<file path="src/rtl/qslerp_pkg.sv">
package qslerp_pkg;

  localparam int FRAC_BITS    = 14;
  localparam int CORDIC_STEPS = 16;
  localparam int WF           = 30;          // working fraction bits

  localparam int CMP_W  = 16;                // quaternion component
  localparam int T_W    = 15;                // blend input
  localparam int TOL_W  = 11;                // tolerance register
  localparam int PROD_W = 2 * CMP_W;         // component product
  localparam int DOT_W  = PROD_W + 2;        // sum of four products
  localparam int DD_W   = WF + 1;            // |d|, up to 1.0
  localparam int D_W    = WF + 2;            // signed d
  localparam int RAD_W  = 2 * WF + 1;        // radicand 1 - d*d
  localparam int SQ_W   = WF + 1;            // root
  localparam int ISQRT_LAT = (RAD_W + 1) / 2;
  localparam int ANG_W  = 32;                // angle, unsigned, [0, pi]
  localparam int CW     = 34;                // cordic x/y
  localparam int ZW     = 35;                // cordic z
  localparam int NUM_W  = 48;                // blend numerator
  localparam int QB     = CMP_W + 1;         // quotient bits
  localparam int DIV_LAT = QB;

  localparam logic [TOL_W-1:0] TOL_RESET = TOL_W'(2);
  localparam logic [ANG_W-1:0] HALF_PI_W = 32'd1686629713;
  localparam logic [ANG_W-1:0] PI_W      = 32'd3373259426;

  localparam logic [31:0] ATAN_TAB [32] = '{
    32'd843314857, 32'd497837829, 32'd263043837, 32'd133525159, 32'd67021687,
    32'd33543516, 32'd16775851, 32'd8388437, 32'd4194283, 32'd2097149,
    32'd1048576, 32'd524288, 32'd262144, 32'd131072, 32'd65536, 32'd32768,
    32'd16384, 32'd8192, 32'd4096, 32'd2048, 32'd1024, 32'd512, 32'd256,
    32'd128, 32'd64, 32'd32, 32'd16, 32'd8, 32'd4, 32'd2, 32'd1, 32'd0
  };

  typedef logic signed [CMP_W-1:0] comp_t;

  typedef struct packed {
    comp_t [3:0]    a;
    comp_t [3:0]    b;
    logic [T_W-1:0] t;
    logic           same;
  } side_t;

  typedef struct packed {
    side_t sd;
    logic  below_tol;
  } sin_side_t;

  typedef struct packed {
    comp_t [3:0] a;
    logic        byp;
  } tail_t;

  typedef struct packed {
    comp_t [3:0] a;
    logic        byp;
    logic [3:0]  neg;
    logic [3:0]  ovf;
  } div_side_t;

endpackage

</file>
<file path="src/rtl/qslerp_sin.sv">
// Rotation CORDIC sine, gain left in; input folded into [0, pi/2].
module qslerp_sin
  import qslerp_pkg::*;
(
  input  logic                  clk,
  input  logic                  en,
  input  logic [ANG_W-1:0]      ang,
  output logic signed [CW-1:0]  sine
);

  logic signed [CW-1:0] x_r [CORDIC_STEPS];
  logic signed [CW-1:0] y_r [CORDIC_STEPS];
  logic signed [ZW-1:0] z_r [CORDIC_STEPS];
  logic signed [CW-1:0] x_src [CORDIC_STEPS];
  logic signed [CW-1:0] y_src [CORDIC_STEPS];
  logic signed [ZW-1:0] z_src [CORDIC_STEPS];
  logic signed [CW-1:0] x_nxt [CORDIC_STEPS];
  logic signed [CW-1:0] y_nxt [CORDIC_STEPS];
  logic signed [ZW-1:0] z_nxt [CORDIC_STEPS];

  always_comb begin
    logic [ANG_W-1:0]     af;
    logic signed [ZW-1:0] at;
    af = (ang > HALF_PI_W) ? PI_W - ang : ang;
    x_src[0] = CW'(1) <<< (WF - 1);
    y_src[0] = '0;
    z_src[0] = $signed(ZW'(af));
    for (int i = 1; i < CORDIC_STEPS; i++) begin
      x_src[i] = x_r[i-1];
      y_src[i] = y_r[i-1];
      z_src[i] = z_r[i-1];
    end
    for (int i = 0; i < CORDIC_STEPS; i++) begin
      at = $signed(ZW'(ATAN_TAB[i]));
      if (z_src[i] >= 0) begin
        x_nxt[i] = x_src[i] - (y_src[i] >>> i);
        y_nxt[i] = y_src[i] + (x_src[i] >>> i);
        z_nxt[i] = z_src[i] - at;
      end else begin
        x_nxt[i] = x_src[i] + (y_src[i] >>> i);
        y_nxt[i] = y_src[i] - (x_src[i] >>> i);
        z_nxt[i] = z_src[i] + at;
      end
    end
  end

  always_ff @(posedge clk) begin
    if (en) begin
      for (int i = 0; i < CORDIC_STEPS; i++) begin
        x_r[i] <= x_nxt[i];
        y_r[i] <= y_nxt[i];
        z_r[i] <= z_nxt[i];
      end
    end
  end

  assign sine = y_r[CORDIC_STEPS-1];

endmodule

</file>
<file path="config.mk">
export PLATFORM = sky130hd
export DESIGN_NAME = qslerp_sin
export DESIGN_NICKNAME = d
export VERILOG_FILES = /design/src/rtl/qslerp_pkg.sv /design/src/rtl/qslerp_sin.sv
export SDC_FILE = /design/constraint.sdc
export NUM_CORES = 2
export LEC_CHECK = 0
export BUFFER_PORTS_ARGS = -buffer_cell sky130_fd_sc_hd__buf_2
export CAP_MARGIN = 20
export CORE_ASPECT_RATIO = 1.75
export CORE_MARGIN = 4
export CORE_UTILIZATION = 25
export DETAILED_ROUTE_END_ITERATION = 16
export PLACE_DENSITY = 0.38
export SLEW_MARGIN = 20
export SYNTH_ARGS = -nofsm -noshare
export SYNTH_HDL_FRONTEND = slang
export SYNTH_SLANG_ARGS = --single-unit
export TNS_END_PERCENT = 10
</file>
<file path="constraint.sdc">
create_clock -name clk -period 7.38 [get_ports clk]
set_input_delay 0.369 -clock clk [delete_from_list [all_inputs] [get_ports clk]]
set_output_delay 0.369 -clock clk [all_outputs]
set_load 0.01 [all_outputs]
</file>
==> metrics <==
Synth Register Bits 1118; CP Launch Type flip-flop; CTS Hold Bufs 13; worst r2r src y_r[1][14]; Die Height 800.5 um; CTS clk-pin slew, worst paths 0.06 ns; Resized cells post-CTS 0; status complete, no violations; Die Width 460.9 um; total CTS buffers 144; DRT Wirelength 276700 um; FF-to-FF setup slack 1.22 ns; Register-to-Register Path Depth 17; core area 357000 um^2; drt initial violations 2447; initial antenna violation count 1; global route overflow 0; share of layout cells above drive strength 1 4.745%; top-area cell type share of the netlist area 37.42%; MaxCap Viol Count 0; syn_nets 10169; hold path cells 3; min Tclk post-route 6.165 ns; Yosys Warn Count 0; antenna viol nets, final 0; Final period util 83.53%; Worst path most repeated cell a21oi_1; die area 368900 um^2; hold_sp ang[23]; mean post-synth cell area 9.889 um^2; biggest cell delay along the critical path 0.64 ns; Final WS setup 1.215 ns; DR vias 67429; worst slack, placed 1.275 ns; Max transition margin 26.06%; CTS Sinks 1118; Final nets 10314; clock buffer depth 4; Mapped Cells 9073; RSZ-0062 raised after global routing no; top_reg_cell synth edfxtp_1; post-synthesis cell area 89720 um^2; CP max stage cell o41ai_1; CTS tree yes; number of global-route vias before repair 71212; Layout Skew 0.07947 ns; Final Max Slew Viols 0; GPL Wtd Cong 0.8980; final setup violation count 0; clock root buffer clkbuf_16; DRC viols 0; Worst Tran Pin Value 1.104 ns; # IOs 68; Reg-to-Reg End x_r[1][66]; Row Count 290; Distinct cells, synth 98; Worst Hold End z_r[0][23]; worst-skew pair later-pin latency 0.84 ns; initial core utilization 25.13%; synthesis-to-layout area growth 12.03%; area leader, netlist edfxtp_1; global-route wire length before repair 414500 um; CP cell instances or4_1, nor3_2, nand3_1, o41ai_1, xor2_1, ha_1, and4_1, a21oi_1, o21ai_0, a21oi_1, nand4_1, nand4_1, a31oi_1, o41ai_1, o2111ai_1, a21oi_1, xnor2_1; Post-synth EDFFs 1118; Fin. Hold Viols 0; Post CTS Setup Buffer Count 0; Crit Path Category flip-flop to flip-flop; Required @ worst endpoint 7.94 ns; H-Tree Level Count 4; Worst Path Buf+Inv 0; largest net degree at the start of global routing 147; Post-DP HPWL 229000 um; DR vias/cell 4.819; Post-Route Setup TNS 0 ns; crit path DAT 6.72 ns; WL per Instance 19.78 um; delay-heaviest family, CP compound AO/OA/AOI/OAI gates; fmax 0.1622 GHz; All-Layer GR Usage 14.62%; Setup crit end kind flip-flop; # port buffers 67; Area contributors post-synth edfxtp_1, ha_1, xnor2_1; worst hold path class primary input to flip-flop; number of detailed-route iterations in the first pass 5; ys async rst share 0%; CP Max Fanout 5; Seq/Total Area, Yosys 37.42%
worst reg2reg max path: cells and delay by family, from the launching register on:
kind / cells / cell delay (ns)
AND/OR/NAND/NOR: 6 / 2.24
XOR/XNOR: 2 / 0.47
AO/OA/AOI/OAI: 8 / 2.35
flip-flops: 1 / 0.47
adder cells (fa/ha/maj): 1 / 0.38
metal layers:
metal	share of wire (%)	vias to the layer above	routed length (um)	GRT usage (%)
met5	0	-	0	0
met4	7.6	0	20950	9.500
met3	1.9	591	5373	1.359
met2	61	917	169400	32.43
met1	29	31889	81020	11.22
li1	-	34032	-	-
stage by stage:
step | cells | hold slack (ns) | area, um^2 | utilization [%]
6_report | 13991 | 0.1032 | 100500 | 28.15
4_1_cts | 13988 | 0.004000 | 100500 | 28.15
5_1_grt | 13990 | 0.05914 | 100500 | 28.15
3_5_place_dp | 13731 | 0.4045 | 95800 | 26.83
2_1_floorplan | 9073 | 0.4003 | 89720 | -
3_3_place_gp | 13730 | 0.4021 | 95780 | 26.83
final cells by class:
type                            count  area [um^2]
Tap cell                         4672         5846
Clock buffer                      168         3736
Fill cell                       37410       256500
Timing Repair Buffer              149         1046
Antenna cell                        3        7.507
Sequential cell                  1118        33570
Inverter                          434         1629
Clock inverter                     76        845.8
Multi-Input combinational cell   7371        53840
worst max-delay path by stage:
stage	from	endpoint	slack (ns)	depth (start not counted)
2_1_floorplan	y_r[0][246]	x_r[1][33]	2.22	18
3_3_place_gp	x_r[0][246]	y_r[1][32]	1.26	18
3_5_place_dp	z_r[0][279]	y_r[1][33]	1.27	15
4_1_cts	y_r[1][14]	x_r[1][66]	1.23	17
5_1_grt	y_r[0][246]	x_r[1][33]	1.02	18
6_report	y_r[1][14]	x_r[1][66]	1.22	17
cell usage after synthesis (58+ instances only):
| cell | number |
|---|---|
| a211oi_1 | 58 |
| a21o_1 | 352 |
| a21oi_1 | 730 |
| a31oi_1 | 92 |
| and2_1 | 64 |
| and3_1 | 72 |
| clkbuf_1 | 97 |
| edfxtp_1 | 1118 |
| ha_1 | 1025 |
| inv_1 | 433 |
| nand2_1 | 508 |
| nand2b_1 | 135 |
| nand3_1 | 188 |
| nand4_1 | 64 |
| nor2_1 | 648 |
| nor2b_1 | 124 |
| nor3_1 | 212 |
| o21a_1 | 134 |
| o21ai_0 | 553 |
| o21bai_1 | 121 |
| o31ai_1 | 136 |
| o41ai_1 | 58 |
| or3_1 | 72 |
| xnor2_1 | 899 |
| xor2_1 | 431 |
cell families (layout without fill, tap and decap cells):
logic type	after synthesis	count (layout)	share of synthesized area [%]
xor+xnor	1331	1331	13.00
mux	33	33	0.3709
fa+ha+maj	1062	1062	15.12
flops	1118	1118	37.42
other cells	0	3	0
compound gates	2619	2619	18.78
buf+inv	584	827	2.595
simple gates	2326	2326	12.72
state kept, by name, indices dropped and copies added (netlist names):
| name | cells |
|---|---|
| y_r | 379 |
| z_r | 409 |
| x_r | 330 |
cell usage in the layout, fill, tap and decap left out, types with 31 or more instances in the layout:
| master | count |
|---|---|
| nor3_1 | 212 |
| a211oi_1 | 58 |
| or4_1 | 52 |
| a31oi_1 | 91 |
| xnor2_1 | 899 |
| o41ai_1 | 58 |
| nor2b_1 | 124 |
| o31ai_1 | 135 |
| o21ai_0 | 553 |
| nand4_1 | 64 |
| a21boi_0 | 46 |
| and3_1 | 72 |
| inv_1 | 433 |
| mux2i_1 | 31 |
| nor4_1 | 49 |
| clkbuf_16 | 146 |
| ha_1 | 1025 |
| o21a_1 | 134 |
| nand3_1 | 188 |
| o21bai_1 | 121 |
| or2_2 | 53 |
| nand2b_1 | 135 |
| buf_2 | 66 |
| and2_1 | 64 |
| xor2_1 | 431 |
| or3_1 | 72 |
| fa_1 | 37 |
| a21oi_1 | 730 |
| buf_4 | 64 |
| edfxtp_1 | 1118 |
| o211ai_1 | 48 |
| nand2_1 | 508 |
| nor2_1 | 648 |
| a21o_1 | 352 |
Power is left out: the tool's default activity adds up to more than one toggle a clock period on the data nets, which glitch-free logic cannot reach.
