`config.mk`:
```
export PLATFORM = sky130hd
export DESIGN_NAME = qslerp_isqrt
export DESIGN_NICKNAME = d
export VERILOG_FILES = /design/src/rtl/qslerp_pkg.sv /design/src/rtl/qslerp_isqrt.sv
export SDC_FILE = /design/constraint.sdc
export NUM_CORES = 2
export LEC_CHECK = 0
export BUFFER_PORTS_ARGS = -buffer_cell sky130_fd_sc_hd__buf_2
export CELL_PAD_IN_SITES_DETAIL_PLACEMENT = 1
export CELL_PAD_IN_SITES_GLOBAL_PLACEMENT = 2
export CORE_MARGIN = 2
export CORE_UTILIZATION = 47
export CTS_BUF_LIST = sky130_fd_sc_hd__clkbuf_8
export CTS_CLUSTER_SIZE = 10
export DETAILED_ROUTE_END_ITERATION = 10
export PLACE_DENSITY = 0.89
export SETUP_SLACK_MARGIN = 0.15
export SYNTH_ARGS = -nofsm -noshare
export SYNTH_HDL_FRONTEND = slang
export SYNTH_SLANG_ARGS = --single-unit
```
`constraint.sdc`:
```
create_clock -name clk -period 4 [get_ports clk]
set_input_delay 1.2 -clock clk [delete_from_list [all_inputs] [get_ports clk]]
set_output_delay 1.2 -clock clk [all_outputs]
set_load 0.02 [all_outputs]
```
`src/rtl/qslerp_pkg.sv`:
```
package qslerp_pkg;

  localparam int FRAC_BITS    = 14;
  localparam int CORDIC_STEPS = 16;
  localparam int WF           = 30;          // working fraction bits

  localparam int CMP_W  = 16;                // quaternion component
  localparam int T_W    = 15;                // blend input
  localparam int TOL_W  = 11;                // tolerance register
  localparam int PROD_W = 2 * CMP_W;         // component product
  localparam int DOT_W  = PROD_W + 2;        // sum of four products
  localparam int DD_W   = WF + 1;            // |d|, up to 1.0
  localparam int D_W    = WF + 2;            // signed d
  localparam int RAD_W  = 2 * WF + 1;        // radicand 1 - d*d
  localparam int SQ_W   = WF + 1;            // root
  localparam int ISQRT_LAT = (RAD_W + 1) / 2;
  localparam int ANG_W  = 32;                // angle, unsigned, [0, pi]
  localparam int CW     = 34;                // cordic x/y
  localparam int ZW     = 35;                // cordic z
  localparam int NUM_W  = 48;                // blend numerator
  localparam int QB     = CMP_W + 1;         // quotient bits
  localparam int DIV_LAT = QB;

  localparam logic [TOL_W-1:0] TOL_RESET = TOL_W'(2);
  localparam logic [ANG_W-1:0] HALF_PI_W = 32'd1686629713;
  localparam logic [ANG_W-1:0] PI_W      = 32'd3373259426;

  localparam logic [31:0] ATAN_TAB [32] = '{
    32'd843314857, 32'd497837829, 32'd263043837, 32'd133525159, 32'd67021687,
    32'd33543516, 32'd16775851, 32'd8388437, 32'd4194283, 32'd2097149,
    32'd1048576, 32'd524288, 32'd262144, 32'd131072, 32'd65536, 32'd32768,
    32'd16384, 32'd8192, 32'd4096, 32'd2048, 32'd1024, 32'd512, 32'd256,
    32'd128, 32'd64, 32'd32, 32'd16, 32'd8, 32'd4, 32'd2, 32'd1, 32'd0
  };

  typedef logic signed [CMP_W-1:0] comp_t;

  typedef struct packed {
    comp_t [3:0]    a;
    comp_t [3:0]    b;
    logic [T_W-1:0] t;
    logic           same;
  } side_t;

  typedef struct packed {
    side_t sd;
    logic  below_tol;
  } sin_side_t;

  typedef struct packed {
    comp_t [3:0] a;
    logic        byp;
  } tail_t;

  typedef struct packed {
    comp_t [3:0] a;
    logic        byp;
    logic [3:0]  neg;
    logic [3:0]  ovf;
  } div_side_t;

endpackage

```
`src/rtl/qslerp_isqrt.sv`:
```
// Floor square root, one result bit per stage.
module qslerp_isqrt
  import qslerp_pkg::*;
(
  input  logic             clk,
  input  logic             en,
  input  logic [RAD_W-1:0] rad,
  output logic [SQ_W-1:0]  root
);

  logic [RAD_W-1:0] n_r   [ISQRT_LAT];
  logic [RAD_W-1:0] q_r   [ISQRT_LAT];
  logic [RAD_W-1:0] n_src [ISQRT_LAT];
  logic [RAD_W-1:0] q_src [ISQRT_LAT];
  logic [RAD_W-1:0] n_nxt [ISQRT_LAT];
  logic [RAD_W-1:0] q_nxt [ISQRT_LAT];

  always_comb begin
    logic [RAD_W-1:0] bitv;
    logic [RAD_W:0]   trial;
    n_src[0] = rad;
    q_src[0] = '0;
    for (int i = 1; i < ISQRT_LAT; i++) begin
      n_src[i] = n_r[i-1];
      q_src[i] = q_r[i-1];
    end
    for (int i = 0; i < ISQRT_LAT; i++) begin
      bitv  = RAD_W'(1) << (RAD_W - 1 - 2 * i);
      trial = {1'b0, q_src[i]} + {1'b0, bitv};
      if ({1'b0, n_src[i]} >= trial) begin
        n_nxt[i] = n_src[i] - trial[RAD_W-1:0];
        q_nxt[i] = (q_src[i] >> 1) + bitv;
      end else begin
        n_nxt[i] = n_src[i];
        q_nxt[i] = q_src[i] >> 1;
      end
    end
  end

  always_ff @(posedge clk) begin
    if (en) begin
      for (int i = 0; i < ISQRT_LAT; i++) begin
        n_r[i] <= n_nxt[i];
        q_r[i] <= q_nxt[i];
      end
    end
  end

  assign root = q_r[ISQRT_LAT-1][SQ_W-1:0];

endmodule

```
==> summary.md <==
| Metric | Value |
|---|---|
| Slew Limit Headroom | about 25% |
| First-pass GRT wire length | ~460000 um |
| GRT Util Overall | 24.48% |
| Synth Flop Type | edfxtp_1 |
| Worst-Margin Slew | 1.114 ns |
| Syn nets | 9388 |
| CTS Sinks | roughly 2300 |
| DR vias/cell | 5.762 |
| EDFF count, synth | 2326 |
| Die area | 240500 um2 |
| FF-to-FF Start | n_r[1][593]$_DFFE_PP_ |
| Nets@finish | 9902 |
| Cells after Synth | around 9000 |
| Flop-to-flop setup slack | 0.13 ns |
| Post-synthesis compound-gate area fraction | 9.156% |
| Starting Density | 47.29% |
| Multi-input logic area | 38570 um2 |
| Crit share post-route | between 90 and 100% |
| Layout area overhead | 12.10% |
| Final instance area | 124700 um2 |
| Vias | 73540 |
| Post-synth ARST share | 0% |
| IO Pins | 94 |
| Synth Register Bits | 2326 |
| Post-route insts no fill | 12760 |
| Grt ovf | 0 |
| Combinational family with the most area after synthesis | simple AND/OR/NAND/NOR gates |
| Mux cell area share after synthesis | 1.034% |
| FF-to-FF End | n_r[1][631]$_DFFE_PP_ |
| Area after DPL | around 120000 um2 |
| Placeable core region | 235200 um2 |
| HP Class | input pin to flip-flop |
| Vias in the first global route | roughly 77000 |
| GRT Max-Usage Layer | met2 |
| Clk_skew | 0.1256 ns |
| Post-Synth XOR/XNOR Area | under 10% |
| Placed insts | 12050 |
| Max_cap viols | 0 |
| Fin crit period | 3.865 ns |
| Routed Antenna Nets | 0 |
| Setup violations, final | 0 |
| Crit-path max FO | 7 |
| Setup TNS | 0 ns |
| Outcome | complete, no violations |
| CTS buffer count | 391 |
| Worst VDD drop | between 0.3 and 0.4 mV |
| Layout cell share with drive strength beyond 1 | 10.85% |
| Post-Route WL | 299700 um |
| Clock tree root buffer cell | clkbuf_8 |
| Sequential-to-total area share from yosys stat | 62.81% |
| H-Tree Depth | 5 |
| Core Util, Final | 53.01% |
| Die width | ~500 um |
| Clk slew on worst S/H paths | 0.07 ns |
| Insertion delay to the later sink of the worst-skew pair | around 1.2 ns |
| PwrDens | 565.4 nW/um2 |
| Post-Synth Simple-Gate Area | 11.93% |
| Pin count of the biggest net entering global routing | 133 |
| Critical path's top delay family | simple AND/OR/NAND/NOR gates |
| Cell type with the largest total area after synthesis | edfxtp_1 |
| Max Slew Vio Count | 0 |
| Hold Startpoint | rad[32] |
| DRC viols | 0 |
| Final GP Congestion | roughly 0.9 |
| Synth Area in Adders | 5.902% |
| Startpoint types | flip-flop |
| WHS Endpoint | n_r[0][32]$_DFFE_PP_ |
| Dpl hpwl | 223500 um |
| WL per Instance | 23.48 um |
| Slowest CP cell | or4_4 |
| Fmax | 258.7 MHz |
| Synth warn | 0 |
| Synth area leaders | edfxtp_1, ha_1, xnor2_1, a21oi_1, xor2_1 |
| Syn_area_per_cell | about 13 um2 |
| Register area | 69850 um2 |
| Critical Path RT | 4.81 ns |
| Row count | 178 |
| Slowest cell delay on critical path | 0.58 ns |
| Crit Path Category | flip-flop to flip-flop |
| M3 GR Usage | 3.712% |
| Worst EP arrival | 4.68 ns |
| TritonCTS clock tree | built |
| Die Y | 490.4 um |
| Met1 Track Usage GR | 32.09% |
| Most frequent cells after synthesis | edfxtp_1, inv_1, nor2_1 |
| I/O Buffers | 93 |
| WP buf/inv | 1 |
| CTS Buffer Depth | 4 |
| Setup crit end kind | flip-flop |
| Top-count cell post-synth | edfxtp_1 |
| CTS Hold Buffers Added | 0 |
| Hold Path Cell Cnt | 1 |
| P_leak | 47.40 nW |
| Top cell type's share of synthesized area | 62.81% |
| R2R cell count | 8 |
| Most common cell on crit path | or4_4 |
| Hold Violations, Final | 0 |
| Synth Cell Area | 111200 um2 |
| Yosys cell types | 88 |
| Antenna violations before repair | 16 |
| Met2 Use GR | 42.68% |
| Fillers | 24050 |
| Critical-path cell list | or4_4 > or4_4 > or3_4 > or4_4 > or3_4 > o21bai_4 > buf_12 > mux2_4 |
| RSZ-0062 raised after global routing | true |
| Drt first pass iters | 6 |
| First DRT Iteration DRCs | about 6100 |
[power by group]
part	internal (mW)	switching (mW)	leakage, nW
Sequential	31.1	2.90	22.4
Combinational	6.68	9.41	20.9
Clock	10.6	9.73	4.09
[metrics by stage]
step                hold slack [ns]  setup slack [ns]  total power [mW]
floorplan                    0.4166            0.4197             44.33
global placement             0.4207            0.1574             49.54
detailed placement           0.4295           0.09429             50.21
CTS                         0.09232            0.1407             70.78
global route                 0.1213           0.04688             73.93
finish                       0.2078            0.1349             70.49
[registers in the layout, summed over array words and instances, names as in the netlist]
signal,count
q_r,496
n_r,1830
[cell families after synthesis]
logic type                 Yosys count
DFF                               2326
AOI/OAI and AO/OA                 1652
muxes                              102
and+or+nand+nor                   2556
other                                1
buffers and inverters              841
xor gates and xnor gates           799
adders and majority gates          524
[how the worst max path moves through the flow]
stage / start / to / slack [ns] / depth (start not counted)
2_1_floorplan: n_r[1][595]$_DFFE_PP_ / n_r[1][631]$_DFFE_PP_ / 0.42 / 9
3_3_place_gp: q_r[1][571]$_DFFE_PP_ / n_r[1][669]$_DFFE_PP_ / 0.16 / 12
3_5_place_dp: n_r[1][87]$_DFFE_PP_ / n_r[1][150]$_DFFE_PP_ / 0.09 / 10
4_1_cts: q_r[1][95]$_DFFE_PP_ / n_r[1][175]$_DFFE_PP_ / 0.14 / 11
5_1_grt: n_r[1][593]$_DFFE_PP_ / n_r[1][632]$_DFFE_PP_ / 0.05 / 10
6_report: n_r[1][593]$_DFFE_PP_ / n_r[1][631]$_DFFE_PP_ / 0.13 / 8
[layer usage]
| layer | wire length, um | share of wire (%) | up-vias |
|---|---|---|---|
| li1 | - | - | 34060 |
| met1 | 127400 | 43 | 37210 |
| met2 | 151300 | 50 | 1822 |
| met3 | 14910 | 5.0 | 441 |
| met4 | 6083 | 2.0 | 6 |
| met5 | 45 | 0.015 | - |
[cells in the final DEF, fill, tap and decap left out, types with 282 or more instances in the layout]
cell	Yosys	final
ha_1	523	521
xnor2_1	465	464
nand2_1	495	495
xor2_1	334	334
inv_1	656	753
a21oi_1	615	612
edfxtp_1	2326	2326
o21ai_0	343	339
nor2_1	625	610
clkbuf_8	0	396
nor4_1	293	282
[worst register-to-register path, delay by kind of cell, from the launching register on]
kind / cells / cell delay (ns)
AOI/OAI and AO/OA: 1 / 0.27
buffers and inverters: 1 / 0.23
DFF: 1 / 0.43
muxes: 1 / 0.31
and+or+nand+nor: 5 / 2.35
[what timing repair did]
| action | in CTS | in global routing |
|---|---|---|
| setup buffers | 1 | 11 |
| cloned | 4 | 2 |
| hold endpoints to repair | 0 | 0 |
| setup endpoints to repair | 21 | 203 |
| pin swaps | 0 | 13 |
| gates resized for setup | 5 | 66 |
[area by class of cell]
| class | instances | share of cell area [%] |
|---|---|---|
| clock buffer | 396 | 4.372 |
| sequential | 2326 | 56.03 |
| multi-input combinational | 5635 | 30.94 |
| inverter | 657 | 1.978 |
| antenna | 2 | 0.004015 |
| timing repair buffer | 304 | 2.048 |
| clock inverter | 293 | 1.471 |
| tap | 3150 | 3.161 |
Power figures use the tool's default switching activity.
