--- src/rtl/qslerp_pkg.sv ---
package qslerp_pkg;

  localparam int FRAC_BITS    = 14;
  localparam int CORDIC_STEPS = 16;
  localparam int WF           = 30;          // working fraction bits

  localparam int CMP_W  = 16;                // quaternion component
  localparam int T_W    = 15;                // blend input
  localparam int TOL_W  = 11;                // tolerance register
  localparam int PROD_W = 2 * CMP_W;         // component product
  localparam int DOT_W  = PROD_W + 2;        // sum of four products
  localparam int DD_W   = WF + 1;            // |d|, up to 1.0
  localparam int D_W    = WF + 2;            // signed d
  localparam int RAD_W  = 2 * WF + 1;        // radicand 1 - d*d
  localparam int SQ_W   = WF + 1;            // root
  localparam int ISQRT_LAT = (RAD_W + 1) / 2;
  localparam int ANG_W  = 32;                // angle, unsigned, [0, pi]
  localparam int CW     = 34;                // cordic x/y
  localparam int ZW     = 35;                // cordic z
  localparam int NUM_W  = 48;                // blend numerator
  localparam int QB     = CMP_W + 1;         // quotient bits
  localparam int DIV_LAT = QB;

  localparam logic [TOL_W-1:0] TOL_RESET = TOL_W'(2);
  localparam logic [ANG_W-1:0] HALF_PI_W = 32'd1686629713;
  localparam logic [ANG_W-1:0] PI_W      = 32'd3373259426;

  localparam logic [31:0] ATAN_TAB [32] = '{
    32'd843314857, 32'd497837829, 32'd263043837, 32'd133525159, 32'd67021687,
    32'd33543516, 32'd16775851, 32'd8388437, 32'd4194283, 32'd2097149,
    32'd1048576, 32'd524288, 32'd262144, 32'd131072, 32'd65536, 32'd32768,
    32'd16384, 32'd8192, 32'd4096, 32'd2048, 32'd1024, 32'd512, 32'd256,
    32'd128, 32'd64, 32'd32, 32'd16, 32'd8, 32'd4, 32'd2, 32'd1, 32'd0
  };

  typedef logic signed [CMP_W-1:0] comp_t;

  typedef struct packed {
    comp_t [3:0]    a;
    comp_t [3:0]    b;
    logic [T_W-1:0] t;
    logic           same;
  } side_t;

  typedef struct packed {
    side_t sd;
    logic  below_tol;
  } sin_side_t;

  typedef struct packed {
    comp_t [3:0] a;
    logic        byp;
  } tail_t;

  typedef struct packed {
    comp_t [3:0] a;
    logic        byp;
    logic [3:0]  neg;
    logic [3:0]  ovf;
  } div_side_t;

endpackage

--- src/rtl/qslerp_div.sv ---
// Restoring divider, one quotient bit per stage. Caller guarantees num < den << QB.
module qslerp_div
  import qslerp_pkg::*;
(
  input  logic             clk,
  input  logic             en,
  input  logic [NUM_W-1:0] num,
  input  logic [SQ_W-1:0]  den,
  output logic [QB-1:0]    quo
);

  logic [NUM_W-1:0] rem_r [DIV_LAT];
  logic [SQ_W-1:0]  den_r [DIV_LAT];
  logic [QB-1:0]    q_r   [DIV_LAT];
  logic [NUM_W-1:0] rem_src [DIV_LAT];
  logic [SQ_W-1:0]  den_src [DIV_LAT];
  logic [QB-1:0]    q_src   [DIV_LAT];
  logic [NUM_W-1:0] rem_nxt [DIV_LAT];
  logic [QB-1:0]    q_nxt   [DIV_LAT];

  always_comb begin
    logic [NUM_W-1:0] dsh;
    rem_src[0] = num;
    den_src[0] = den;
    q_src[0]   = '0;
    for (int i = 1; i < DIV_LAT; i++) begin
      rem_src[i] = rem_r[i-1];
      den_src[i] = den_r[i-1];
      q_src[i]   = q_r[i-1];
    end
    for (int i = 0; i < DIV_LAT; i++) begin
      dsh = NUM_W'(den_src[i]) << (QB - 1 - i);
      if (rem_src[i] >= dsh) begin
        rem_nxt[i] = rem_src[i] - dsh;
        q_nxt[i]   = {q_src[i][QB-2:0], 1'b1};
      end else begin
        rem_nxt[i] = rem_src[i];
        q_nxt[i]   = {q_src[i][QB-2:0], 1'b0};
      end
    end
  end

  always_ff @(posedge clk) begin
    if (en) begin
      for (int i = 0; i < DIV_LAT; i++) begin
        rem_r[i] <= rem_nxt[i];
        den_r[i] <= den_src[i];
        q_r[i]   <= q_nxt[i];
      end
    end
  end

  assign quo = q_r[DIV_LAT-1];

endmodule

--- config.mk ---
export PLATFORM = sky130hd
export DESIGN_NAME = qslerp_div
export DESIGN_NICKNAME = d
export VERILOG_FILES = /design/src/rtl/qslerp_pkg.sv /design/src/rtl/qslerp_div.sv
export SDC_FILE = /design/constraint.sdc
export NUM_CORES = 2
export LEC_CHECK = 0
export BUFFER_PORTS_ARGS = -buffer_cell sky130_fd_sc_hd__buf_2
export CORE_ASPECT_RATIO = 1.75
export CORE_MARGIN = 2
export CORE_UTILIZATION = 52
export CTS_BUF_LIST = sky130_fd_sc_hd__clkbuf_4
export DETAILED_ROUTE_END_ITERATION = 8
export GPL_ROUTABILITY_DRIVEN = 0
export MAX_ROUTING_LAYER = met4
export PLACE_DENSITY = 0.66
export SLEW_MARGIN = 10
export SYNTH_ARGS = -nofsm -noshare
export SYNTH_HDL_FRONTEND = slang
export SYNTH_SLANG_ARGS = --single-unit
export TNS_END_PERCENT = 100
--- constraint.sdc ---
create_clock -name clk -period 6.1 [get_ports clk]
set_input_delay 1.22 -clock clk [delete_from_list [all_inputs] [get_ports clk]]
set_output_delay 1.22 -clock clk [all_outputs]
set_load 0.01 [all_outputs]
==> flow_metrics.env <==
export IMPL_p_r_area_growth_vs_syn_pct=9.19
export IMPL_number_of_setup_violations_in_the_final_report=0
export IMPL_timing_worst_setup_path_type="reg2reg"
export IMPL_drv_cap=0
export IMPL_synth_avg_cell_area_sq_um=10.8
export IMPL_ctsLongestPathBuffers=4
export IMPL_place_port_buffers=97
export IMPL_synth_top_cell_area_share=0.530
export IMPL_initial_utilization=0.524
export IMPL_final_hold_viol_count=0
export IMPL_crit_family="compound AO/OA/AOI/OAI gates"
export IMPL_finalClockSkew_ps=106
export IMPL_die_width_microns=301
export IMPL_clk_insertion_delay_late_ps=1390
export IMPL_synth_seq_area_share=0.530
export IMPL_placedInstanceArea_sq_um=83200
export IMPL_fillCellCount=12983
export IMPL_fmaxAchievable_ghz=0.213
export IMPL_cp_max_fo=5
export IMPL_area_fraction_in_compound_gates_after_synthesis=0.155
export IMPL_first_pass_iters=8
export IMPL_outcome="finished, final reports clean"
export IMPL_finish_cell_count_without_fillers=10014
export IMPL_synthMostInstantiatedCell="sky130_fd_sc_hd__edfxtp_1"
export IMPL_drtAntennaViolNets=0
export IMPL_synth_xor_area_frac=0.0620
export IMPL_post_route_setup_tns_ps=0
export IMPL_timing_max_transition_violations_final=0
export IMPL_number_of_global_route_vias_before_repair=61098
export IMPL_yosysUniqueCellTypes=100
export IMPL_yosysWarningCount=0
export IMPL_crit_path_cell_trace="ha_1 -> nor2b_1 -> o21ai_0 -> o211ai_1 -> a41oi_1 -> o21ai_0 -> a41oi_1 -> nand2b_1 -> a31oi_1 -> o2111ai_1 -> xnor2_1"
export IMPL_global_route_usage_total=0.245
export IMPL_clk_transition_reported_paths_ps=60
export IMPL_cts_made_buffers=342
export IMPL_power_density_cell_area_nw_per_um2=460
export IMPL_post_cts_hold_buffer_count=43
export IMPL_synth_edf_count=1417
export IMPL_dominant_combinational_cell_family_by_area_after_synthesis="compound AO/OA/AOI/OAI gates"
export IMPL_setup_worst_path_start_class="flip-flop"
export IMPL_muxShareOfSynthArea=0.0109
export IMPL_yosys_register_bits=1417
export IMPL_share_of_the_clock_period_used_by_the_worst_path_after_layout=0.771
export IMPL_final_util=0.572
export IMPL_io_pins=98
export IMPL_async_flop_share=0
export IMPL_wire_per_inst_microns=18.8
export IMPL_fin_crit_period_ps=4710
export IMPL_std_cell_rows=190
export IMPL_synth_nets=8055
export IMPL_drt_total_wl_microns=188000
export IMPL_grt_ovfl_total=0
export IMPL_ff_latch_area_sq_um=42600
export IMPL_fraction_of_final_layout_cells_with_drive_strength_greater_than_1=0.100
export IMPL_crit_path_max_incr_delay_ps=600
export IMPL_crit_required_ps=7140
export IMPL_rsz0062_at_grt="false"
export IMPL_vdd_ir_drop_worst_v=0.000247
export IMPL_totalPowerFinal_mw=40.3
export IMPL_buf_inv_on_cp=0
export IMPL_tritoncts="done"
export IMPL_post_place_cells=9385
export IMPL_cpMaxStageDelayCell="sky130_fd_sc_hd__a41oi_1"
export IMPL_multi_input_comb_area_sq_um=34500
export IMPL_numClockSinks=1417
export IMPL_num_nets_final=8380
export IMPL_drt_drc_violations_left=0
export IMPL_grt_antenna_before_repair=5
export IMPL_yosys_area_top_type="sky130_fd_sc_hd__edfxtp_1"
export IMPL_via_count=57725
export IMPL_synth_fa_ha_area_frac=0.0861
export IMPL_vias_per_cell=5.76
export IMPL_die_height_microns=524
export IMPL_synth_top_cells_by_area="sky130_fd_sc_hd__edfxtp_1, sky130_fd_sc_hd__ha_1, sky130_fd_sc_hd__a21oi_1, sky130_fd_sc_hd__xnor2_1, sky130_fd_sc_hd__inv_1"
export IMPL_fp_dieArea_sq_um=158000
export IMPL_worst_setup_path_end_kind="flip-flop"
export IMPL_cellLeakagePower_nw=35.2
export IMPL_max_slew_worst_pin_slew_ps=1170
export IMPL_gate_count_of_the_mapped_netlist=7431
export IMPL_maximum_number_of_pins_on_one_net_before_global_route_repair=160
export IMPL_post_route_cell_area_sq_um=87700
export IMPL_ctsRootBufferMaster="sky130_fd_sc_hd__clkbuf_4"
export IMPL_syn_cell_area_sq_um=80300
export IMPL_detailedPlacementHpwl_microns=145000
export IMPL_post_cts_setup_buffer_count=0
export IMPL_ys_top_cells_by_count="sky130_fd_sc_hd__edfxtp_1, sky130_fd_sc_hd__a21oi_1, sky130_fd_sc_hd__inv_1"
export IMPL_detailedRoute_firstIterationViolations=2686
export IMPL_cts_htree_levels=5
export IMPL_crit_arrival_ps=5740
export IMPL_max_slew_margin=0.199
export IMPL_synth_simple_area_share=0.114
export IMPL_grt_pass1_wl_microns=294000
export IMPL_hold_path_class="in2reg"
export IMPL_ys_flop_type="sky130_fd_sc_hd__edfxtp_1"
export IMPL_post_cts_resized=0
export IMPL_core_area_sq_um=153000
## cell usage in the layout, fill, tap and decap left out, drive strengths merged, types with 75 or more instances in the layout
cell / instances
a21o: 280
a21oi: 753
buf: 159
clkbuf: 463
clkinv: 105
edfxtp: 1417
ha: 527
inv: 678
mux2: 75
nand2: 537
nand2b: 76
nand3: 161
nand4: 91
nor2: 552
nor3: 107
o21ai: 454
xnor2: 325
xor2: 243
## cell type report
cell class                 instances  share of cell area
sequential                      1417               0.485
clock inverter                   111             0.00567
inverter                         675              0.0289
timing repair buffer             202              0.0182
antenna                           12            0.000343
multi-input combinational       5118               0.393
tap                             2016              0.0288
clock buffer                     463              0.0397
## worst reg2reg max path: stages, from the launching register on
cell and delay (ps):
sky130_fd_sc_hd__edfxtp_1 440, sky130_fd_sc_hd__ha_1 450, sky130_fd_sc_hd__nor2b_1 190, sky130_fd_sc_hd__o21ai_0 450
sky130_fd_sc_hd__o211ai_1 230, sky130_fd_sc_hd__a41oi_1 590, sky130_fd_sc_hd__o21ai_0 380, sky130_fd_sc_hd__a41oi_1 600
sky130_fd_sc_hd__nand2b_1 170, sky130_fd_sc_hd__a31oi_1 460, sky130_fd_sc_hd__o2111ai_1 220, sky130_fd_sc_hd__xnor2_1 170
## final timing paths
path / to / slack, ps / from / depth (start not counted)
max: rem_r[0][331] / 1390 / rem_r[0][251] / 11
min: den_r[0][25] / 120 / den[25] / 1
min reg2reg: q_r[0][160] / 350 / q_r[0][142] / 0
max reg2reg: rem_r[0][331] / 1390 / rem_r[0][251] / 11
## kinds of logic (layout without fill, tap and decap cells)
| logic type | Yosys count | count (layout) |
|---|---|---|
| compound gates | 2020 | 2020 |
| xor+xnor | 568 | 568 |
| fa+ha+maj | 543 | 543 |
| buf+inv | 896 | 1451 |
| flops | 1417 | 1417 |
| mux | 78 | 78 |
| other cells | 0 | 12 |
| simple gates | 1909 | 1909 |
## registers in the layout (all words and copies together) (netlist names)
name / flops
q_r: 153
den_r: 496
rem_r: 768
## metal layers
metal  track usage  up-vias  routed length, microns
met1         0.158    27355                   52000
met3        0.0381      816                    5570
met2         0.521     1474                  115000
met5             -        -                       0
li1              -    28080                       -
met4         0.195        0                   15900
## per-stage QoR
stage / hold WS [ps] / setup slack [ps]
after floorplan: 400 / 1830
after global placement: 401 / 687
after detailed placement: 405 / 1320
after CTS: 4.22 / 1500
after global routing: -1.36 / 1310
final: 123 / 1390
## where the power goes
group          switching, mW  internal [mW]
clock network           3.68           3.60
registers               1.32           14.0
logic                   10.4           7.30
Note: power is estimated with default switching activity, not from simulation.
