===== src/rtl/qslerp_pkg.sv =====
package qslerp_pkg;

  localparam int FRAC_BITS    = 14;
  localparam int CORDIC_STEPS = 16;
  localparam int WF           = 30;          // working fraction bits

  localparam int CMP_W  = 16;                // quaternion component
  localparam int T_W    = 15;                // blend input
  localparam int TOL_W  = 11;                // tolerance register
  localparam int PROD_W = 2 * CMP_W;         // component product
  localparam int DOT_W  = PROD_W + 2;        // sum of four products
  localparam int DD_W   = WF + 1;            // |d|, up to 1.0
  localparam int D_W    = WF + 2;            // signed d
  localparam int RAD_W  = 2 * WF + 1;        // radicand 1 - d*d
  localparam int SQ_W   = WF + 1;            // root
  localparam int ISQRT_LAT = (RAD_W + 1) / 2;
  localparam int ANG_W  = 32;                // angle, unsigned, [0, pi]
  localparam int CW     = 34;                // cordic x/y
  localparam int ZW     = 35;                // cordic z
  localparam int NUM_W  = 48;                // blend numerator
  localparam int QB     = CMP_W + 1;         // quotient bits
  localparam int DIV_LAT = QB;

  localparam logic [TOL_W-1:0] TOL_RESET = TOL_W'(2);
  localparam logic [ANG_W-1:0] HALF_PI_W = 32'd1686629713;
  localparam logic [ANG_W-1:0] PI_W      = 32'd3373259426;

  localparam logic [31:0] ATAN_TAB [32] = '{
    32'd843314857, 32'd497837829, 32'd263043837, 32'd133525159, 32'd67021687,
    32'd33543516, 32'd16775851, 32'd8388437, 32'd4194283, 32'd2097149,
    32'd1048576, 32'd524288, 32'd262144, 32'd131072, 32'd65536, 32'd32768,
    32'd16384, 32'd8192, 32'd4096, 32'd2048, 32'd1024, 32'd512, 32'd256,
    32'd128, 32'd64, 32'd32, 32'd16, 32'd8, 32'd4, 32'd2, 32'd1, 32'd0
  };

  typedef logic signed [CMP_W-1:0] comp_t;

  typedef struct packed {
    comp_t [3:0]    a;
    comp_t [3:0]    b;
    logic [T_W-1:0] t;
    logic           same;
  } side_t;

  typedef struct packed {
    side_t sd;
    logic  below_tol;
  } sin_side_t;

  typedef struct packed {
    comp_t [3:0] a;
    logic        byp;
  } tail_t;

  typedef struct packed {
    comp_t [3:0] a;
    logic        byp;
    logic [3:0]  neg;
    logic [3:0]  ovf;
  } div_side_t;

endpackage


===== src/rtl/qslerp_acos.sv =====
// Vectoring CORDIC on (d, sqrt(1-d*d)); angle clamped to [0, pi].
module qslerp_acos
  import qslerp_pkg::*;
(
  input  logic                  clk,
  input  logic                  en,
  input  logic signed [D_W-1:0] d,
  input  logic [SQ_W-1:0]       s,
  output logic [ANG_W-1:0]      theta
);

  logic signed [CW-1:0] x_r [CORDIC_STEPS];
  logic signed [CW-1:0] y_r [CORDIC_STEPS];
  logic signed [ZW-1:0] z_r [CORDIC_STEPS];
  logic signed [CW-1:0] x_src [CORDIC_STEPS];
  logic signed [CW-1:0] y_src [CORDIC_STEPS];
  logic signed [ZW-1:0] z_src [CORDIC_STEPS];
  logic signed [CW-1:0] x_nxt [CORDIC_STEPS];
  logic signed [CW-1:0] y_nxt [CORDIC_STEPS];
  logic signed [ZW-1:0] z_nxt [CORDIC_STEPS];

  always_comb begin
    logic signed [ZW-1:0] at;
    if (d < 0) begin
      x_src[0] = CW'(signed'({1'b0, s}));
      y_src[0] = -CW'(d);
      z_src[0] = $signed(ZW'(HALF_PI_W));
    end else begin
      x_src[0] = CW'(d);
      y_src[0] = CW'(signed'({1'b0, s}));
      z_src[0] = '0;
    end
    for (int i = 1; i < CORDIC_STEPS; i++) begin
      x_src[i] = x_r[i-1];
      y_src[i] = y_r[i-1];
      z_src[i] = z_r[i-1];
    end
    for (int i = 0; i < CORDIC_STEPS; i++) begin
      at = $signed(ZW'(ATAN_TAB[i]));
      if (y_src[i] > 0) begin
        x_nxt[i] = x_src[i] + (y_src[i] >>> i);
        y_nxt[i] = y_src[i] - (x_src[i] >>> i);
        z_nxt[i] = z_src[i] + at;
      end else begin
        x_nxt[i] = x_src[i] - (y_src[i] >>> i);
        y_nxt[i] = y_src[i] + (x_src[i] >>> i);
        z_nxt[i] = z_src[i] - at;
      end
    end
  end

  always_ff @(posedge clk) begin
    if (en) begin
      for (int i = 0; i < CORDIC_STEPS; i++) begin
        x_r[i] <= x_nxt[i];
        y_r[i] <= y_nxt[i];
        z_r[i] <= z_nxt[i];
      end
    end
  end

  always_comb begin
    if (z_r[CORDIC_STEPS-1] < 0) begin
      theta = '0;
    end else if (z_r[CORDIC_STEPS-1] > $signed(ZW'(PI_W))) begin
      theta = PI_W;
    end else begin
      theta = z_r[CORDIC_STEPS-1][ANG_W-1:0];
    end
  end

endmodule


===== config.mk =====
export PLATFORM = sky130hd
export DESIGN_NAME = qslerp_acos
export DESIGN_NICKNAME = d
export VERILOG_FILES = /design/src/rtl/qslerp_pkg.sv /design/src/rtl/qslerp_acos.sv
export SDC_FILE = /design/constraint.sdc
export NUM_CORES = 2
export LEC_CHECK = 0
export BUFFER_PORTS_ARGS = -buffer_cell sky130_fd_sc_hd__buf_2
export CAP_MARGIN = 20
export CORE_ASPECT_RATIO = 0.7
export CORE_MARGIN = 2
export CORE_UTILIZATION = 42
export CTS_BUF_LIST = sky130_fd_sc_hd__clkbuf_8
export CTS_CLUSTER_DIAMETER = 30
export CTS_CLUSTER_SIZE = 30
export DETAILED_ROUTE_END_ITERATION = 16
export SLEW_MARGIN = 20
export SYNTH_ARGS = -nofsm -noshare
export SYNTH_HDL_FRONTEND = slang
export SYNTH_SLANG_ARGS = --single-unit

===== constraint.sdc =====
create_clock -name clk -period 7.1 [get_ports clk]
set_input_delay 0.71 -clock clk [delete_from_list [all_inputs] [get_ports clk]]
set_output_delay 0.71 -clock clk [all_outputs]
set_load 0.05 [all_outputs]

==> flow_metrics.tcl <==
set metrics [dict create \
    start_util_pct 42.26 \
    final-setup-viol-count 0 \
    tritoncts "yes" \
    maxSlewHeadroom_pct 19.75 \
    maxCapViolations 0 \
    hpwl_mm 280.5 \
    crit_path_end_kind "flip-flop" \
    clock_path_buffers 4 \
    antenna_found_initial 12 \
    cts.sinks 1502 \
    viasPerCell 5.675 \
    syn2layout_area_growth_pct 10.66 \
    r2r.worst_path.cells 22 \
    cp-startpoint "y_r[0][259]" \
    num_io_pins 97 \
    ys_ff_latch 1502 \
    vias 101798 \
    post-route-period-util_pct 95.72 \
    yosysWarnings 0 \
    worst_slew_pin_slew_ps 1204 \
    cts_setup_buffers 0 \
    syn_area_sq_mm 0.1266 \
    maxSlewViolCount 0 \
    endpoint "y_r[1][32]" \
    synthArstFlopShare_pct 0 \
    crit_required_ps 7810 \
    grt_max_degree 174 \
    whs_ps 233.7 \
    status "complete, no violations" \
    clk_latency_ps 1000 \
    nNetsFinal 15159 \
    synth_edf_count 1502 \
    post-route-cell-area_sq_mm 0.1401 \
    hold_viol_final 0 \
    hp-class "primary input to flip-flop" \
    die_w_microns 660.1 \
    path_cells "or4_1 -> nor4_1 -> nand2_1 -> nor3_1 -> and4b_1 -> nor2_4 -> clkinvlp_4 -> buf_4 -> nor2_1 -> xor2_1 -> ha_1 -> nor2b_1 -> o21ai_0 -> a21bo_2 -> a21oi_1 -> o31ai_1 -> nand2_1 -> a211o_1 -> a311oi_1 -> o21ai_0 -> a21oi_1 -> xnor2_1" \
    antenna_left 0 \
    route.detailed.drc 0 \
    netlist_instances 13271 \
    crit_arrival_ps 7510 \
    grt_usage_pct 21.88 \
    drive_above_1_share_pct 7.476 \
    grt_pass1_wl_mm 533.9 \
    finalWirelength_mm 351.2 \
    wl_per_cell_microns 19.58 \
    drtIter0Drc 10377 \
    fin_util_pct 46.76 \
    syn_area_per_cell_sq_um 9.537 \
    rsz0062_at_grt "no" \
    start_kind "flip-flop" \
    die_area_sq_mm 0.3058 \
    rrSetupSlack_ps 300 \
    die_h_microns 463.3 \
    clk_pin_slew_worst_paths_ps 60 \
    ys_types 87 \
    synth_ff_type "edfxtp_1" \
    cts.htree.levels 5 \
    cp_slowest_stage_delay_ps 790 \
    io_buffers 96 \
    place_area_sq_mm 0.1328 \
    clockRootBuffer "clkbuf_8" \
    fin_crit_ps 6796 \
    synth_seq_area_share_pct 35.63 \
    max_freq_mhz 147.1 \
    design.core.area_sq_mm 0.2995 \
    grt_overflow_total 0 \
    criticalPathCategory "flip-flop to flip-flop" \
    first_global_vias 90970 \
    syn-num-nets 14762 \
    rows 168 \
    cts_buffers 332 \
    min_path_cells 1 \
    layout_commonest_cell "edfxtp_1" \
    gp_congestion 0.9654 \
    first_pass_iters 6 \
    r2r-start "y_r[0][259]" \
    final_cell_mix "edfxtp_1, ha_1, xnor2_1" \
    path_max_fanout 32 \
    skew_ps 69.27 \
    r2r-end "y_r[1][32]" \
    critPathSlowestCell "or4_1" \
]
-- flip-flops by register name, indices dropped and copies added, names as in the netlist --
signal and count:
z_r 531, x_r 461, y_r 510
-- cell usage after synthesis (21+ instances only) --
| cell type | n | area (sq um) |
|---|---|---|
| ha_1 | 1382 | 17290 |
| or3_1 | 125 | 782.0 |
| nand4_1 | 94 | 588.1 |
| nand3b_1 | 30 | 225.2 |
| a21boi_0 | 45 | 337.8 |
| a31oi_1 | 97 | 606.8 |
| mux2i_1 | 52 | 520.5 |
| a41o_1 | 21 | 210.2 |
| or2_2 | 69 | 431.7 |
| a221o_1 | 21 | 210.2 |
| nand2b_1 | 216 | 1351 |
| o2111ai_1 | 22 | 192.7 |
| o21ai_0 | 777 | 3889 |
| a211oi_1 | 125 | 938.4 |
| a41oi_1 | 23 | 201.4 |
| and3_1 | 104 | 650.6 |
| o31a_1 | 40 | 350.3 |
| a31o_2 | 23 | 201.4 |
| o21a_1 | 233 | 1749 |
| clkbuf_1 | 183 | 686.9 |
| nand2_1 | 764 | 2868 |
| or4_1 | 74 | 555.5 |
| a2111oi_0 | 33 | 289.0 |
| o211ai_1 | 58 | 435.4 |
| o22ai_1 | 26 | 162.7 |
| mux2_2 | 49 | 551.8 |
| o41ai_1 | 74 | 648.1 |
| nor2b_1 | 216 | 1351 |
| a311oi_1 | 30 | 262.8 |
| and2_1 | 67 | 419.2 |
| nor2_1 | 1089 | 4088 |
| nand3_1 | 220 | 1101 |
| nor4_1 | 121 | 757.0 |
| o21bai_1 | 146 | 1096 |
| fa_1 | 44 | 880.8 |
| nor3_1 | 288 | 1441 |
| a221oi_1 | 28 | 245.2 |
| xor2_1 | 605 | 5299 |
| o31ai_1 | 173 | 1299 |
| xnor2_1 | 1241 | 10870 |
| inv_1 | 614 | 2305 |
| a211o_1 | 32 | 280.3 |
| a21o_1 | 579 | 4347 |
| edfxtp_1 | 1502 | 45100 |
| a21oi_1 | 1240 | 6206 |
-- worst max-delay path: cells and delay by family (launching register included) --
family                     cells  cell delay (ps)
and+or+nand+nor                9             2650
AOI/OAI and AO/OA              8             2240
DFF                            1              550
buffers and inverters          2              530
adders and majority gates      1              330
xor gates and xnor gates       2              230
-- area by class of cell --
cell class	instances	area, sq um
inverters	629	2365
multi-input cells	10923	78540
fillers	28354	159500
well taps	3995	4999
clock buffers	340	4679
clock inverters	264	2359
diodes	6	15.01
repair buffers	280	2012
flip-flops and latches	1502	45100
-- routing by layer --
| metal | vias to the layer above | track usage, % | wire, microns |
|---|---|---|---|
| li1 | 50269 | - | - |
| met5 | - | 0.2190 | 94 |
| met1 | 47730 | 37.55 | 189600 |
| met2 | 3447 | 25.72 | 120900 |
| met4 | 2 | 3.682 | 5146 |
| met3 | 350 | 6.065 | 35410 |
-- logic make-up after synthesis --
group                      Yosys count  synth area share [%]
adders and majority gates         1426                 14.36
and+or+nand+nor                   3569                 13.79
muxes                              103                0.8669
buffers and inverters              846                 2.536
xor gates and xnor gates          1846                 12.77
DFF                               1502                 35.63
AOI/OAI and AO/OA                 3979                 20.05
-- worst min-delay path by stage --
stage	start	slack, ps	endpoint
floorplan	z_r[0][140]	400	z_r[0][175]
global placement	z_r[1][46]	400	z_r[1][81]
detailed placement	z_r[1][71]	400	z_r[1][106]
CTS	en	120	x_r[0][27]
global route	en	160	x_r[0][27]
finish	en	230	x_r[0][27]
-- metrics by stage --
stage	instances	worst slack, ps	TNS (ps)
after floorplan	13271	190.2	0
after global placement	17328	-48.89	-48.89
after detailed placement	17328	-7.608	-7.608
after CTS	17932	15.03	0
after global routing	17936	6.202	0
final	17939	303.7	0
-- what timing repair did --
| item | in CTS | in global routing |
|---|---|---|
| resized for setup | 1 | 33 |
| setup endpoints to repair | 1 | 46 |
| endpoints found under the hold margin | 0 | 0 |
| cloned | 0 | 0 |
| hold buffers | 0 | 0 |
Power is left out: the tool's default activity adds up to more than one toggle a clock period on the data nets, which glitch-free logic cannot reach.
